==> src/hdl/pcfs_pkg.sv <==
// Shared types, channel constant tables and codes for the periodic CAN frame scheduler.
// Used by pcfs_frame, periodic_can_frame_scheduler and the testbench; depends on nothing.
package pcfs_pkg;

  localparam int TABLE_CH = 8;
  localparam logic [2:0] UART_CH = 3'd7;
  localparam logic [2:0] TEMP_CH = 3'd5;
  localparam logic [15:0] TEMP_OFFSET = 16'd40;
  localparam logic [7:0] FILL_BYTE = 8'hFF;
  localparam logic [3:0] GEAR_TOP = 4'd10;

  localparam logic [1:0] KIND_CAN = 2'd0;
  localparam logic [1:0] KIND_UART = 2'd1;
  localparam logic [1:0] KIND_STATUS = 2'd2;

  localparam logic [3:0] BTN_NEXT = 4'd4;
  localparam logic [3:0] BTN_DEC = 4'd5;
  localparam logic [3:0] BTN_INC = 4'd6;
  localparam logic [3:0] BTN_TOGGLE = 4'd7;

  typedef struct packed {
    logic [9:0]  count;
    logic [12:0] value;
    logic        enable;
  } chan_ent_t;

  typedef struct packed {
    logic [1:0]  kind;
    logic [2:0]  ch;
    logic [15:0] pgn;
    logic [63:0] payload;
    logic [7:0]  sbyte;
    logic [12:0] value;
    logic        en;
  } res_t;

  function automatic logic [9:0] rom_interval(input logic [2:0] ch);
    logic [9:0] r;
    unique case (ch)
      3'd0: r = 10'd50;
      3'd1: r = 10'd100;
      3'd2: r = 10'd1000;
      3'd3: r = 10'd500;
      3'd4: r = 10'd50;
      3'd5: r = 10'd1000;
      3'd6: r = 10'd500;
      3'd7: r = 10'd500;
    endcase
    return r;
  endfunction

  function automatic logic [15:0] rom_pgn(input logic [2:0] ch);
    logic [15:0] r;
    unique case (ch)
      3'd0: r = 16'hF004;
      3'd1: r = 16'hFEF2;
      3'd2: r = 16'hFEF7;
      3'd3: r = 16'hFEEF;
      3'd4: r = 16'hFE6C;
      3'd5: r = 16'hFEEE;
      3'd6: r = 16'hFEEF;
      3'd7: r = 16'h0000;
    endcase
    return r;
  endfunction

  // Resolution in quarter units
  function automatic logic [10:0] rom_resq(input logic [2:0] ch);
    logic [10:0] r;
    unique case (ch)
      3'd0: r = 11'd32;
      3'd1: r = 11'd80;
      3'd2: r = 11'd80;
      3'd3: r = 11'd10;
      3'd4: r = 11'd1024;
      3'd5: r = 11'd4;
      3'd6: r = 11'd1;
      3'd7: r = 11'd4;
    endcase
    return r;
  endfunction

  function automatic logic [2:0] rom_offset(input logic [2:0] ch);
    logic [2:0] r;
    unique case (ch)
      3'd0: r = 3'd3;
      3'd1: r = 3'd0;
      3'd2: r = 3'd6;
      3'd3: r = 3'd7;
      3'd4: r = 3'd6;
      3'd5: r = 3'd0;
      3'd6: r = 3'd3;
      3'd7: r = 3'd0;
    endcase
    return r;
  endfunction

  // High when the channel packs two bytes
  function automatic logic rom_two(input logic [2:0] ch);
    logic r;
    unique case (ch)
      3'd3, 3'd5, 3'd6: r = 1'b0;
      default:          r = 1'b1;
    endcase
    return r;
  endfunction

  function automatic logic [12:0] rom_init(input logic [2:0] ch);
    logic [12:0] r;
    unique case (ch)
      3'd0:    r = 13'd4000;
      3'd5:    r = 13'd140;
      3'd6:    r = 13'd1000;
      default: r = 13'd0;
    endcase
    return r;
  endfunction

  function automatic logic [12:0] rom_min(input logic [2:0] ch);
    logic [12:0] r;
    unique case (ch)
      default: r = 13'd0;
    endcase
    return r;
  endfunction

  function automatic logic [12:0] rom_max(input logic [2:0] ch);
    logic [12:0] r;
    unique case (ch)
      3'd0: r = 13'd7000;
      3'd1: r = 13'd100;
      3'd2: r = 13'd100;
      3'd3: r = 13'd200;
      3'd4: r = 13'd320;
      3'd5: r = 13'd280;
      3'd6: r = 13'd1500;
      3'd7: r = 13'd20;
    endcase
    return r;
  endfunction

  function automatic logic [6:0] rom_step(input logic [2:0] ch);
    logic [6:0] r;
    unique case (ch)
      3'd0: r = 7'd100;
      3'd1: r = 7'd1;
      3'd2: r = 7'd1;
      3'd3: r = 7'd2;
      3'd4: r = 7'd2;
      3'd5: r = 7'd10;
      3'd6: r = 7'd100;
      3'd7: r = 7'd2;
    endcase
    return r;
  endfunction

  function automatic logic [7:0] gear_byte(input logic [3:0] g);
    logic [7:0] r;
    unique case (g)
      4'd0:    r = 8'd1;
      4'd1:    r = 8'd2;
      4'd2:    r = 8'd4;
      4'd3:    r = 8'd8;
      4'd4:    r = 8'd16;
      4'd5:    r = 8'd32;
      4'd6:    r = 8'd64;
      4'd7:    r = 8'd193;
      4'd8:    r = 8'd194;
      4'd9:    r = 8'd196;
      default: r = 8'd200;
    endcase
    return r;
  endfunction

endpackage

==> src/hdl/pcfs_frame.sv <==
// Builds the transmit result of one firing channel: scaled CAN payload or UART gear byte.
// Depends on pcfs_pkg.
module pcfs_frame
  import pcfs_pkg::*;
(
  input  logic [2:0]  ch,
  input  logic [12:0] value,
  output res_t        res
);

  logic [23:0] prod;
  logic [15:0] scaled;
  logic [2:0]  off;
  logic [3:0]  off_hi;
  logic [11:0] gear_raw;
  logic [3:0]  gear_idx;
  logic [63:0] payload;

  assign prod = 24'(value) * 24'(rom_resq(ch));
  assign scaled = prod[18:3] + ((ch == TEMP_CH) ? TEMP_OFFSET : 16'd0);
  assign off = rom_offset(ch);
  assign off_hi = {1'b0, off} + 4'd1;
  assign gear_raw = value[12:1];
  assign gear_idx = (gear_raw > 12'(GEAR_TOP)) ? GEAR_TOP : gear_raw[3:0];

  // Place the low byte at the offset and, for two-byte channels, the high byte above it; fill the rest
  always_comb begin
    for (int k = 0; k < 8; k++) begin
      if (3'(k) == off) begin
        payload[k*8 +: 8] = scaled[7:0];
      end else if (rom_two(ch) && (4'(k) == off_hi)) begin
        payload[k*8 +: 8] = scaled[15:8];
      end else begin
        payload[k*8 +: 8] = FILL_BYTE;
      end
    end
  end

  always_comb begin
    res = '0;
    res.ch = ch;
    if (ch == UART_CH) begin
      res.kind = KIND_UART;
      res.sbyte = gear_byte(gear_idx);
    end else begin
      res.kind = KIND_CAN;
      res.pgn = rom_pgn(ch);
      res.payload = payload;
    end
  end

endmodule

==> src/hdl/periodic_can_frame_scheduler.sv <==
// Top level of the periodic CAN frame scheduler: channel state memory, sequencer, output stage.
// Depends on pcfs_pkg and pcfs_frame.
//
//   channel  direction  handshake             payload
//   input    in         in_valid / in_ready   operation, button_id, button_level
//   output   out        out_valid / out_ready result_kind .. enabled_flag, last_of_run
//
// A tick walks the channel memory one entry per cycle while the output does not stall it:
// the first read is issued from idle, then each active channel (min(NUM_CHANNELS, 8))
// gets one read/modify/write, then the held result is flushed. A button press reads the
// selected entry, writes its update and flushes a status result; a released or unknown
// button is taken in idle and dropped. Reset is synchronous; per-entry valid bits
// make a never-written entry read as its table value, so no clearing pass is needed.
// A full output register holds the walk when a second result must be handed over, and
// holds the flush step until the held result can go.
module periodic_can_frame_scheduler
  import pcfs_pkg::*;
#(
  parameter int NUM_CHANNELS = 8
) (
  input  logic        clk,
  input  logic        rst,
  input  logic        in_valid,
  output logic        in_ready,
  input  logic        operation,
  input  logic [3:0]  button_id,
  input  logic        button_level,
  output logic        out_valid,
  input  logic        out_ready,
  output logic [1:0]  result_kind,
  output logic [2:0]  channel_index,
  output logic [15:0] group_number,
  output logic [63:0] frame_payload,
  output logic [7:0]  serial_byte,
  output logic [12:0] value_halves,
  output logic        enabled_flag,
  output logic        last_of_run
);

  localparam int ACT = (NUM_CHANNELS < TABLE_CH) ? NUM_CHANNELS : TABLE_CH;
  localparam int AW = (ACT > 1) ? $clog2(ACT) : 1;
  localparam logic [AW-1:0] LAST_IDX = AW'(ACT - 1);

  typedef enum logic [1:0] {IDLE, RUN, BTN, FLUSH} state_t;

  state_t          state;
  logic [AW-1:0]   idx;
  logic [2:0]      sel;
  logic [3:0]      btn;
  logic            pend_valid;
  res_t            pend;
  res_t            out;

  // Channel memory: one entry per active channel, read data registered
  chan_ent_t       mem [ACT];
  logic [ACT-1:0]  vld;
  chan_ent_t       rd_data;
  logic            rd_vld;

  logic            rd_en;
  logic [AW-1:0]   rd_addr;
  logic            wr_en;
  logic [AW-1:0]   wr_addr;
  chan_ent_t       wr_data;

  logic [2:0]      ch;
  chan_ent_t       cur;
  logic            fire;
  logic            emit;
  logic            out_free;
  logic            stall;
  logic            push;
  logic            push_last;
  res_t            tick_res;
  res_t            stat_res;

  logic            in_xfer;
  logic            btn_act;
  logic [2:0]      sel_safe;
  logic [3:0]      sel_inc;
  logic [2:0]      sel_wrap;
  logic [2:0]      target;
  logic [13:0]     inc_sum;
  logic [13:0]     dec_floor;
  logic [12:0]     new_value;
  logic            new_enable;

  assign in_ready = (state == IDLE);
  assign in_xfer = in_valid && in_ready;
  assign out_free = !out_valid || out_ready;

  // Entry under evaluation; a never-written entry reads as its reset value
  assign ch = 3'(idx);
  always_comb begin
    if (rd_vld) begin
      cur = rd_data;
    end else begin
      cur.count = '0;
      cur.value = rom_init(ch);
      cur.enable = 1'b1;
    end
  end

  pcfs_frame u_frame (
    .ch    (ch),
    .value (cur.value),
    .res   (tick_res)
  );

  // Button decode: next selection wraps at the active channel count
  assign btn_act = button_level && (button_id == BTN_NEXT || button_id == BTN_DEC ||
                                    button_id == BTN_INC || button_id == BTN_TOGGLE);
  assign sel_safe = (4'(sel) >= 4'(ACT)) ? 3'd0 : sel;
  assign sel_inc = 4'(sel) + 4'd1;
  assign sel_wrap = (sel_inc >= 4'(ACT)) ? 3'd0 : sel_inc[2:0];
  assign target = (button_id == BTN_NEXT) ? sel_wrap : sel_safe;

  // Step arithmetic for the selected channel, saturating at its limits
  assign inc_sum = 14'(cur.value) + 14'(rom_step(ch));
  assign dec_floor = 14'(rom_min(ch)) + 14'(rom_step(ch));
  always_comb begin
    new_value = cur.value;
    new_enable = cur.enable;
    unique case (btn)
      BTN_DEC: begin
        if (cur.value > rom_min(ch)) begin
          new_value = (14'(cur.value) >= dec_floor) ? 13'(14'(cur.value) - 14'(rom_step(ch)))
                                                    : rom_min(ch);
        end
      end
      BTN_INC: begin
        if (cur.value < rom_max(ch)) begin
          new_value = (inc_sum > 14'(rom_max(ch))) ? rom_max(ch) : inc_sum[12:0];
        end
      end
      BTN_TOGGLE: new_enable = !cur.enable;
      default: ;
    endcase
  end

  always_comb begin
    stat_res = '0;
    stat_res.kind = KIND_STATUS;
    stat_res.ch = ch;
    stat_res.value = new_value;
    stat_res.en = new_enable;
  end

  assign fire = (cur.count == rom_interval(ch));
  assign emit = fire && cur.enable;
  // Hold the walk when a second result needs the output register while it is full
  assign stall = (state == RUN) && emit && pend_valid && !out_free;

  // Memory control: the walk writes entry idx while reading idx + 1, never the same entry
  always_comb begin
    rd_en = 1'b0;
    rd_addr = '0;
    wr_en = 1'b0;
    wr_addr = idx;
    wr_data = cur;
    push = 1'b0;
    push_last = 1'b0;
    unique case (state)
      IDLE: begin
        if (in_xfer) begin
          if (!operation) begin
            rd_en = 1'b1;
          end else if (btn_act) begin
            rd_en = 1'b1;
            rd_addr = AW'(target);
          end
        end
      end
      RUN: begin
        if (!stall) begin
          wr_en = 1'b1;
          wr_data.count = fire ? 10'd0 : cur.count + 10'd1;
          push = emit && pend_valid;
          if (idx != LAST_IDX) begin
            rd_en = 1'b1;
            rd_addr = idx + AW'(1);
          end
        end
      end
      BTN: begin
        wr_en = 1'b1;
        wr_data.value = new_value;
        wr_data.enable = new_enable;
      end
      FLUSH: begin
        push = pend_valid && out_free;
        push_last = push;
      end
    endcase
  end

  always_ff @(posedge clk) begin
    if (wr_en) begin
      mem[wr_addr] <= wr_data;
    end
    if (rd_en) begin
      rd_data <= mem[rd_addr];
    end
  end

  always_ff @(posedge clk) begin
    if (rst) begin
      vld <= '0;
      rd_vld <= 1'b0;
    end else begin
      if (wr_en) begin
        vld[wr_addr] <= 1'b1;
      end
      if (rd_en) begin
        rd_vld <= vld[rd_addr];
      end
    end
  end

  // Sequencer, held result and output register
  always_ff @(posedge clk) begin
    if (rst) begin
      state <= IDLE;
      idx <= '0;
      sel <= '0;
      btn <= '0;
      pend_valid <= 1'b0;
      out_valid <= 1'b0;
      last_of_run <= 1'b0;
    end else begin
      if (push) begin
        out_valid <= 1'b1;
        out <= pend;
        last_of_run <= push_last;
      end else if (out_ready) begin
        out_valid <= 1'b0;
      end

      unique case (state)
        IDLE: begin
          if (in_xfer) begin
            if (!operation) begin
              idx <= '0;
              state <= RUN;
            end else if (btn_act) begin
              idx <= AW'(target);
              btn <= button_id;
              if (button_id == BTN_NEXT) begin
                sel <= sel_wrap;
              end
              state <= BTN;
            end
          end
        end
        RUN: begin
          if (!stall) begin
            // Keep the newest result back so the last one can be marked
            if (emit) begin
              pend <= tick_res;
              pend_valid <= 1'b1;
            end
            if (idx == LAST_IDX) begin
              state <= FLUSH;
            end else begin
              idx <= idx + AW'(1);
            end
          end
        end
        BTN: begin
          pend <= stat_res;
          pend_valid <= 1'b1;
          state <= FLUSH;
        end
        FLUSH: begin
          if (!pend_valid) begin
            state <= IDLE;
          end else if (out_free) begin
            pend_valid <= 1'b0;
            state <= IDLE;
          end
        end
      endcase
    end
  end

  assign result_kind = out.kind;
  assign channel_index = out.ch;
  assign group_number = out.pgn;
  assign frame_payload = out.payload;
  assign serial_byte = out.sbyte;
  assign value_halves = out.value;
  assign enabled_flag = out.en;

  // No held result survives into a new transfer
  a_idle_empty: assert property (@(posedge clk) disable iff (rst)
    (state == IDLE) |-> !pend_valid)
    else $error("held result left over at idle");

  // Read and write never hit the same entry in one cycle
  a_no_rw_clash: assert property (@(posedge clk) disable iff (rst)
    (rd_en && wr_en) |-> (rd_addr != wr_addr))
    else $error("read and write on the same entry");

  // A result never overwrites one that is still waiting
  a_no_overwrite: assert property (@(posedge clk) disable iff (rst)
    push |-> out_free)
    else $error("output register overwritten");

  // A button update always goes straight to the flush step
  a_btn_flush: assert property (@(posedge clk) disable iff (rst)
    (state == BTN) |=> (state == FLUSH))
    else $error("button update did not flush");

endmodule

==> config.mk <==
export PLATFORM = sky130hd
export DESIGN_NAME = periodic_can_frame_scheduler
export DESIGN_NICKNAME = d
export VERILOG_FILES = /design/src/hdl/pcfs_pkg.sv /design/src/hdl/pcfs_frame.sv /design/src/hdl/periodic_can_frame_scheduler.sv
export SDC_FILE = /design/constraint.sdc
export NUM_CORES = 1
export LEC_CHECK = 0
export ABC_AREA = 1
export BUFFER_PORTS_ARGS = -buffer_cell sky130_fd_sc_hd__buf_2
export CAP_MARGIN = 0
export CORE_ASPECT_RATIO = 1.1
export CORE_MARGIN = 1.5
export CORE_UTILIZATION = 60
export DETAILED_ROUTE_END_ITERATION = 8
export HOLD_SLACK_MARGIN = 0.05
export MAX_ROUTING_LAYER = met4
export PLACE_DENSITY = 0.83
export SLEW_MARGIN = 5
export SYNTH_ARGS = -nofsm -noshare
export SYNTH_HDL_FRONTEND = slang
export SYNTH_SLANG_ARGS = --single-unit
==> constraint.sdc <==
create_clock -name clk -period 18.4 [get_ports clk]
set_input_delay 3.68 -clock clk [delete_from_list [all_inputs] [get_ports clk]]
set_output_delay 3.68 -clock clk [all_outputs]
set_load 0.01 [all_outputs]
Yosys cells after proc, flatten, opt, wreduce, memory -nomap -nowiden
Memories as Yosys holds them, arrays and structs flattened. A register that Yosys moved wholly into a read port is not among the register bits.
Cells that the tools add are included.
{"block": "word_totals", "elab_cells": 247, "ram_bits": 192, "romBits": 808, "memories": 12, "ff_bits": 238, "input_bits": 10, "output_inout_bits": 110}
{"name": "mem", "depth": 8, "word_bits": 24, "rd": 1, "rd_ports_with_merged_regs": 1, "wr": 1, "line": "periodic_can_frame_scheduler.sv:55", "rtl": "chan_ent_t mem [ACT];"}
{"name": "(no name shown)", "depth": 16, "word_bits": 8, "rd": 1, "rd_ports_with_merged_regs": 0, "wr": 0, "line": "pcfs_pkg.sv:159", "rtl": "unique case (g)"}
{"name": "(no name shown)", "depth": 8, "word_bits": 15, "rd": 1, "rd_ports_with_merged_regs": 1, "wr": 0, "line": "pcfs_pkg.sv:54", "rtl": "unique case (ch)"}
{"name": "(no name shown)", "depth": 8, "word_bits": 11, "rd": 1, "rd_ports_with_merged_regs": 1, "wr": 0, "line": "pcfs_pkg.sv:129", "rtl": "unique case (ch)"}
{"name": "(no name shown)", "depth": 8, "word_bits": 11, "rd": 1, "rd_ports_with_merged_regs": 1, "wr": 0, "line": "pcfs_pkg.sv:129"}
{"name": "(no name shown)", "depth": 8, "word_bits": 11, "rd": 1, "rd_ports_with_merged_regs": 1, "wr": 0, "line": "pcfs_pkg.sv:129"}
{"name": "6 more memories"}
{"block": "op_classes", "multipliers": 1, "mux": 117, "n_eq_ne": 37, "order_cmp": 9, "bitwise_logic": 2, "addsub": 7, "reduce_logical": 39}
{"operator": "$mux W107", "count": 2}
{"operator": "$pmux W107 S2", "count": 1}
{"operator": "$mux W8", "count": 17}
{"operator": "$mux W13", "count": 8}
{"operator": "$mux W3", "count": 32}
{"operator": "$mux W80", "count": 1}
{"operator": "$pmux W12 S3", "count": 1}
{"operator": "$mux W10", "count": 3}
{"operator": "$mux W1", "count": 29}
{"operator": "$eq A4 B3 Y1 const B", "count": 7}
{"operator": "$pmux W13 S2", "count": 1}
{"operator": "$mux W24", "count": 1}
{"operator": "$mul A13 B11 Y19", "count": 1}
{"operator": "$logic_and A1 B1 Y1", "count": 17}
{"operator": "$add A16 B16 Y16", "count": 1}
{"operator": "$eq A3 B4 Y1 const A", "count": 4}
{"operator": "$add A13 B7 Y14", "count": 1}
{"operator": "$gt A14 B13 Y1", "count": 1}
{"operator": "$mux W14", "count": 1}
{"operator": "$mux W2", "count": 7}
{"operator": "$mux W7", "count": 2}
{"operator": "$ge A13 B7 Y1", "count": 1}
{"operator": "$gt A13 B13 Y1", "count": 1}
{"operator": "$lt A13 B13 Y1", "count": 1}
{"operator": "other kinds (44)", "count": 71}

Longest topological paths before layout
Gate-level depths: netlist (run 1).
{"block": "depth", "depth_word": 12, "depth_mapped": 36, "depth_no_buf": 36}

By module
A second synthesis (run 1) with hierarchy kept.
{"block": "unflattened", "cells_unflattened": 2729, "hier_area_um2": 26377.8}
{"module": "periodic_can_frame_scheduler", "n_inst": 1, "area_each_um2": 20641.0, "cells_each": 1822, "seq_area_each_um2": 13753.2}
{"module": "pcfs_frame", "n_inst": 1, "area_each_um2": 5736.8, "cells_each": 907, "seq_area_each_um2": 0.0}

Worst setup path before layout (run 1)
Ideal clock, no wire load.
{"block": "synth_path", "path_type": "input -> register", "start": "input out_ready", "end": "register out (netlist bit channel_index[0]) (enable)", "slack_ns": 9.687, "t_arrival_ns": 8.157, "setup_time_ns": 0.556, "path_buffers": 0, "path_stages": 4, "required_ns": 17.844, "cell_sequence": "nor2_1 -> nor3_1 -> a41oi_1 -> nor2_1"}
{"block": "synth_via", "elab_chain_cells": 6, "elab_cells_between_ends": 7, "classes_between": "mux (2); reduce/logical (5)"}
{"item": "start: declaration", "line": "periodic_can_frame_scheduler.sv:29", "rtl": "input logic out_ready,"}
{"item": "$logic_or A1 B1 Y1 *", "line": "periodic_can_frame_scheduler.sv:90", "rtl": "assign out_free = !out_valid || out_ready;"}
{"item": "$logic_not A1 Y1", "line": "periodic_can_frame_scheduler.sv:152", "rtl": "assign stall = (state == RUN) && emit && pend_valid && !out_free;"}
{"item": "$logic_and A1 B1 Y1", "line": "periodic_can_frame_scheduler.sv:152"}
{"item": "$mux W1", "line": "periodic_can_frame_scheduler.sv:175", "rtl": "if (!stall) begin"}
{"item": "$pmux W1 S2 *", "line": "periodic_can_frame_scheduler.sv:163", "rtl": "unique case (state)"}
{"item": "$reduce_and A2 Y1 (no source line) *"}
{"item": "end signal: assignment", "line": "periodic_can_frame_scheduler.sv:233", "rtl": "out <= pend;"}
{"item": "end: declaration", "line": "periodic_can_frame_scheduler.sv:52", "rtl": "res_t out;"}
Every way passes the cells marked *; elsewhere a longest branch is shown, timed or not.
A chain may end at the register's enable or synchronous reset.

Worst setup path after layout (run 1)
{"block": "layout_path", "start": "register idx[0] (netlist: ch[0])", "end": "register pend[43] in the netlist's numbering, data pin"}
{"block": "layout_via", "elab_chain_cells": 11, "elab_cells_between_ends": 20, "classes_between": "add/sub (1); mul (1); eq/ne (4); mux (11); reduce/logical (3)"}
{"item": "start: declaration", "line": "periodic_can_frame_scheduler.sv:47", "rtl": "logic [AW-1:0] idx;"}
{"item": "start signal: assignment", "line": "periodic_can_frame_scheduler.sv:246", "rtl": "idx <= AW'(target);"}
{"item": "start signal: assignment", "line": "periodic_can_frame_scheduler.sv:265", "rtl": "idx <= idx + AW'(1);"}
{"item": "$eq A3 B3 Y1, or another cell as far along", "line": "pcfs_pkg.sv:101, pcfs_pkg.sv:110"}
{"item": "$pmux W12 S3 or $reduce_or A3 Y1 (tied branches)", "line": "pcfs_pkg.sv:110, pcfs_pkg.sv:101"}
{"item": "$mux W24 or $mux W1 (tied branches)", "line": "periodic_can_frame_scheduler.sv:95, pcfs_pkg.sv:101"}
{"item": "$mul A13 B11 Y19 or $mux W1 (tied branches)", "line": "pcfs_frame.sv:19, pcfs_frame.sv:29"}
{"item": "$add A16 B16 Y16 or $logic_and A1 B1 Y1 (tied branches)", "line": "pcfs_frame.sv:20, pcfs_frame.sv:31"}
{"item": "$mux W8", "line": "pcfs_frame.sv:31", "rtl": "end else if (rom_two(ch) && (4'(k) == off_hi)) begin"}
{"item": "$mux W8", "line": "pcfs_frame.sv:29", "rtl": "if (3'(k) == off) begin"}
{"item": "$mux W80 *", "line": "pcfs_frame.sv:42", "rtl": "if (ch == UART_CH) begin"}
{"item": "$mux W107 *", "line": "periodic_can_frame_scheduler.sv:258", "rtl": "if (emit) begin"}
{"item": "$mux W107 *", "line": "periodic_can_frame_scheduler.sv:256", "rtl": "if (!stall) begin"}
{"item": "$pmux W107 S2 *", "line": "periodic_can_frame_scheduler.sv:239", "rtl": "unique case (state)"}
{"item": "end signal: assignment", "line": "periodic_can_frame_scheduler.sv:259", "rtl": "pend <= tick_res;"}
{"item": "end signal: assignment", "line": "periodic_can_frame_scheduler.sv:270", "rtl": "pend <= stat_res;"}
{"item": "end: declaration", "line": "periodic_can_frame_scheduler.sv:51", "rtl": "res_t pend;"}
Every way passes the cells marked *; elsewhere a longest branch is shown, timed or not. The select of a mux whose other input is x is not followed.

==> results of run 1 <==
==> per-layer routing <==
| layer | GRT usage (%) | share of wire [%] | wire length, um |
|---|---|---|---|
| met5 | - | 0 | 0 |
| met4 | 12.7 | 4.3 | 2660 |
| met3 | 4.53 | 7.5 | 4660 |
| met2 | 52.3 | 50 | 31300 |
| met1 | 36.1 | 38 | 23900 |
==> through the flow <==
stage	std cells	power, W	hold WS, ps	utilization (%)	setup slack, ps
2_1_floorplan	2458	0.00353	400	-	9690
3_3_place_gp	3078	0.00417	403	63.1	11050
3_5_place_dp	3078	0.00423	405	63.1	11030
4_1_cts	3162	0.00524	410	67.0	10990
5_1_grt	3162	0.00563	415	67.0	10440
6_report	3162	0.00526	415	67.0	10960
==> power groups by stage <==
| stage | logic [W] | registers (W) | clock network [W] |
|---|---|---|---|
| after floorplan | 0.00192 | 0.00161 | 0 |
| after global placement | 0.00253 | 0.00165 | 0 |
| after detailed placement | 0.00258 | 0.00165 | 0 |
| after CTS | 0.00260 | 0.00163 | 0.00101 |
| after global routing | 0.00294 | 0.00165 | 0.00105 |
| final | 0.00263 | 0.00163 | 0.000996 |
==> worst max path at each step <==
stage / from / to / slack, ps / depth (start not counted)
after floorplan: out_ready / channel_index[0] / 9690 / 4
after global placement: ch[0] / pend[45] / 11050 / 28
after detailed placement: ch[0] / pend[28] / 11030 / 28
after CTS: ch[0] / pend[45] / 10990 / 28
after global routing: ch[0] / pend[37] / 10440 / 28
final: ch[0] / pend[43] / 10960 / 33
==> area by class of cell <==
class                           instances  area (um^2)  share of cell area, %
Sequential cell                       468        13500                   48.8
Multi-Input combinational cell       1488         9530                   34.4
Inverter                              423         1600                   5.78
Clock buffer                           53         1180                   4.26
Timing Repair Buffer                  139          748                   2.70
Tap cell                              560          701                   2.53
Clock inverter                         31          425                   1.54
==> kinds of logic after synthesis <==
kind of cell | after synthesis
simple gates | 923
compound gates | 346
other cells | 1
flops | 468
fa+ha+maj | 177
buf+inv | 502
xor+xnor | 41
==> cell usage in the layout (no fill, tap or decap), drive strengths merged, types with 7 or more instances in the layout <==
master | Yosys | layout
o221ai | 12 | 12
o22ai | 7 | 7
nand3 | 106 | 106
nand4 | 25 | 25
xor2 | 33 | 33
o21ai | 91 | 91
clkbuf | 30 | 53
or2 | 104 | 104
nor2 | 167 | 167
o211ai | 104 | 104
nand2 | 491 | 491
clkinv | 5 | 16
edfxtp | 412 | 412
xnor2 | 8 | 8
inv | 418 | 425
bufinv | 0 | 9
nor3 | 22 | 22
buf | 49 | 139
fa | 62 | 62
dfxtp | 56 | 56
ha | 115 | 115
a21oi | 99 | 99
==> worst max-delay path, delay by kind of cell, from the launching register on <==
| family | cells | cell delay [ps] |
|---|---|---|
| fa+ha+maj | 8 | 3360 |
| xor+xnor | 1 | 410 |
| compound gates | 2 | 370 |
| buf+inv | 9 | 940 |
| flops | 1 | 360 |
| simple gates | 13 | 1720 |
==> sequential cells by signal, summed over array words and instances, names as in the netlist, named ones only <==
name and flops:
btn 4, ch 3, channel_index 3, dec_floor 4, enabled_flag 1, frame_payload 64, group_number 7, last_of_run 1
mem 192, out_valid 1, pend 98, pend_valid 1, rd_data 24, rd_vld 1, result_kind 2, sel 3
serial_byte 8, state 2, u_frame.off 3, value_halves 13, vld 8
==> impl_metrics.toml, run 1 <==
[drt]
drt-initial-drc-count = 1581
via_per_inst = 5.65
routed_wl_um = 62500
post_drt_wl_per_cell_um = 19.8
final_antenna_net_count = 0
vias = 17900
firstDrtPassIters = 6
drc = 0

[clock_network]
cts_root_buf = "clkbuf_16"
ctsResizeCount = 0
path_clk_slew_ps = 60
cts.htree.levels = 2
cts_inserted_buffers = 46
cts_setup_buffers = 0
cts_tree = "built"
hold_buffers = 0
clkLatencyLatePin_ps = 590
cts_buffer_depth = 3
cts.sinks = 468

[grt]
grt_pass1_vias = 17700
gr-total-overflow = 0
antenna_found_initial = 0
grt_usage_pct = 30.6
grt_max_degree = 97
grt_pass1_wl_um = 96900

[power]
p_comb_share_pct = 50.0
power_density_mw_per_mm2 = 190
p_sw_share_pct = 45.3
ir_drop_v = 0.000157
power_frac_seq_pct = 31.1
switching_power_w = 0.00238
leakagePower_nw = 11.7
p_int_w = 0.00288
clkPwrFrac_pct = 18.9

[cells_and_area]
fin_nets = 2753
fin_area_mm2 = 0.0277
antenna_cells = 0
syn2layout_area_growth_pct = 10.1
drive_gt1_share_pct = 12.0
fill_cells = 3038

[synth]
synth_seq_cells = 468
synth_mux_area_share_pct = 0
synthTopCellsByArea = "edfxtp_1 (49%), nand2_1 (7.1%), inv_1 (6.0%), ha_1 (5.7%), fa_1 (4.9%)"
synth_area_mm2 = 0.0251
synthTopCellsByCount = "nand2_1 (473), edfxtp_1 (412), inv_1 (400)"
synth_edf_count = 412
yosysTopAreaCell = "edfxtp_1"
yosysMostFrequentCell = "nand2_1"
synth_fa_ha_area_share_pct = 10.7
synth_compound_area_share_pct = 9.09
yosys_warnings = 0
synth_top_area_share_pct = 49.2
syn-num-nets = 2645
yosysUniqueCellTypes = 67
netlist_instances = 2458
synth_xor_area_share_pct = 1.46
synth-seq-area-share_pct = 53.7
synth-simple-area-share_pct = 16.6
synth_top_family_by_area = "simple AND/OR/NAND/NOR gates"
async_flop_share_pct = 0
synth_ff_type = "edfxtp_1"
avgSynthCellArea_um2 = 10.2

[setup_path]
reg2reg_to = "pend[43]"
required_ps = 18730
reg2reg_from = "ch[0]"
cp.arrival_ps = 7780
end_kind = "flop"
slowest_stage = "fa_1"
r2r_slack_ps = 10960
critPathMostFrequentCell = "inv_1"
cp_max_fo = 8
slowest_delay_ps = 530
crit_type = "flop to flop"
ff2ff_path_depth = 33
startpoint_type = "flop"

[timing]
finalCritPeriodShare_pct = 40.5
rsz0062_at_grt = "false"
finalSetupViolCount = 0
finalCriticalPeriod_ps = 7440
finalMaxSlewViolations = 0
slew_headroom_pct = 21.6
tns_ps = 0
tightest_slew_ps = 1170
fin_worst_skew_ps = 28.7
fmax_ghz = 0.134
finalHoldViolCount = 0

[placement]
place.gp.congestion = 0.981
dp_hpwl_um = 43900
placed_area_mm2 = 0.0261
port-buffer-count = 118

[die]
num_io_pins = 120
dieHeight_um = 218
core_area_mm2 = 0.0413
row_count = 78
dieArea_mm2 = 0.0431
die_x_um = 198
start_util_pct = 60.9

[hold_path]
hold_depth = 0
hold_path_class = "flop to flop"
hold_end = "result_kind[0]"
hold_start = "pend[105]"

[flow_run]
max_cap_violations = 0

[status]
status = "completed"
Power figures use the tool's default switching activity.
==> inputs of run 2 (changes only) <==
clock period = 7.5 ns   (was 18.4 ns; I/O delays follow)
==> run 2 against run 1 <==
  * Sequential share of layout area increased by 0.15 points
  * Clock skew fell by 1.7 ps
  * Worst setup slack lost 10000 ps
  * Combinational power rose to 2.5 times the previous value
  * Clock power rose by 120%
  * Cell count rose by 0.19%
  * Largest power group unchanged
  * Register-to-register slack lost 10000 ps
  * Cell area fell by 0.30%
==> impl_metrics.toml, run 2 (synthesis gave the netlist of run 1 again) <==
[grt]
grt_pass1_vias = 18000
grt_usage_pct = 30.9
antenna_found_initial = 1
grt_max_degree = 97
grt_pass1_wl_um = 97900
gr-total-overflow = 0

[setup_path]
cp.arrival_ps = 7420
cp_max_fo = 8
ff2ff_path_depth = 34
slowest_stage = "fa_1"
startpoint_type = "flop"
slowest_delay_ps = 530
required_ps = 7950
reg2reg_to = "pend[82]"
reg2reg_from = "ch[0]"
r2r_slack_ps = 530
crit_type = "flop to flop"
worstPathBufferInverterCount = 9
end_kind = "flop"
crit_family = "adder cells"

[timing]
finalCriticalPeriod_ps = 6970
worst_hold_slack_ps = 408
rsz0062_at_grt = "false"
finalCritPeriodShare_pct = 92.9
finalHoldViolCount = 0
finalMaxSlewViolations = 0
finalSetupViolCount = 0
fin_worst_skew_ps = 27.1
tns_ps = 0
slew_headroom_pct = 23.2
fmax_ghz = 0.144
tightest_slew_ps = 1150

[clock_network]
clkLatencyLatePin_ps = 590
cts_inserted_buffers = 45
cts_buffer_depth = 3
cts_root_buf = "clkbuf_16"
cts_tree = "built"
path_clk_slew_ps = 70
hold_buffers = 0
cts.sinks = 468
cts.htree.levels = 2

[drt]
final_antenna_net_count = 0
via_per_inst = 5.69
drt-initial-drc-count = 1387
drc = 0
routed_wl_um = 62700
firstDrtPassIters = 6
vias = 18000
post_drt_wl_per_cell_um = 19.8

[cells_and_area]
fill_cells = 3114
final_util_pct = 66.8
top_register = "mem"
syn2layout_area_growth_pct = 9.77
drive_gt1_share_pct = 12.2
mostFrequentLayoutCells = "nand2_1 (473), edfxtp_1 (412), inv_1 (400)"
final_common_cell = "nand2_1"
largest_reg_flops = 192
instances_no_fill = 3168
fin_nets = 2760

[placement]
port-buffer-count = 118
placed_cells = 3086
dp_hpwl_um = 44300
place.gp.congestion = 0.967

[power]
power_density_mw_per_mm2 = 465
leakagePower_nw = 11.7
p_comb_share_pct = 51.5
switching_power_w = 0.00590
power_frac_seq_pct = 31.1
p_int_w = 0.00692
clkPwrFrac_pct = 17.4
ir_drop_v = 0.000255
p_sw_share_pct = 46.0

[hold_path]
hold_depth = 0
hold_end = "value_halves[12]"
hold_start = "pend[13]"
hold_path_class = "flop to flop"

[die]
row_count = 78
dieHeight_um = 218
start_util_pct = 60.9
die_x_um = 198
dieArea_mm2 = 0.0431
num_io_pins = 120
core_area_mm2 = 0.0413

[status]
status = "completed"

[flow_run]
max_cap_violations = 0
run 2: changes by cell type in the layout (fill, tap and decap cells not counted), sizes merged:
cell      delta
buf          +8
bufinv       -6
clkbuf       +3
clkinv       +2
clkinvlp     -2
diode        +1
run 2: worst reg2reg max path, delay by kind of cell, from the launching register on:
kind | cells | cell delay [ps]
flip-flops | 1 | 440
AO/OA/AOI/OAI | 2 | 380
AND/OR/NAND/NOR | 14 | 1790
adder cells (fa/ha/maj) | 8 | 3250
buffers and inverters | 9 | 830
XOR/XNOR | 1 | 110
run 2: what timing repair did:
| action | 4_1_cts | 5_1_grt |
|---|---|---|
| setup buffers | 0 | 0 |
| gates resized for setup | 0 | 2 |
| setup endpoints to repair | 0 | 7 |
run 2: how the worst max path moves through the flow:
stage                    from                to  slack (ps)  cells past startpoint
floorplan           out_ready  channel_index[0]         970                      4
global placement        ch[0]          pend[82]         650                     32
detailed placement      ch[0]          pend[82]         540                     32
CTS                     ch[0]          pend[82]         520                     32
global route            ch[0]          pend[82]          20                     35
finish                  ch[0]          pend[82]         530                     34
run 2: through the flow:
step	area (um^2)	total power (W)	setup slack, ps
floorplan	25100	0.00866	967
global placement	26100	0.0103	647
detailed placement	26100	0.0105	539
CTS	27600	0.0127	523
global route	27600	0.0137	15.9
finish	27600	0.0128	532
run 2: final cells by class:
class                           count  area [um^2]  share of cell area [%]
Multi-Input combinational cell   1488         9530                    34.6
Inverter                          423         1600                    5.80
Sequential cell                   468        13500                    48.9
Clock inverter                     25          239                   0.866
Clock buffer                       56         1210                    4.39
Antenna cell                        1         2.50                 0.00907
Timing Repair Buffer              147          808                    2.93
Tap cell                          560          701                    2.54
run 2: routing by layer:
layer  track usage (%)  routed length [um]  vias up
met5                 -                   0        -
met2              51.7               31100      756
met3              4.24                4030      194
met1              36.5               24300     8653
met4              16.0                3220        0
li1                  -                   -     8421
run 2: power by group through the flow:
stage / sequential (W) / clock, W / combinational, W
global route: 0.00402 / 0.00235 / 0.00735
floorplan: 0.00395 / 0 / 0.00471
finish: 0.00399 / 0.00223 / 0.00660
CTS: 0.00399 / 0.00226 / 0.00648
global placement: 0.00402 / 0 / 0.00630
detailed placement: 0.00404 / 0 / 0.00642
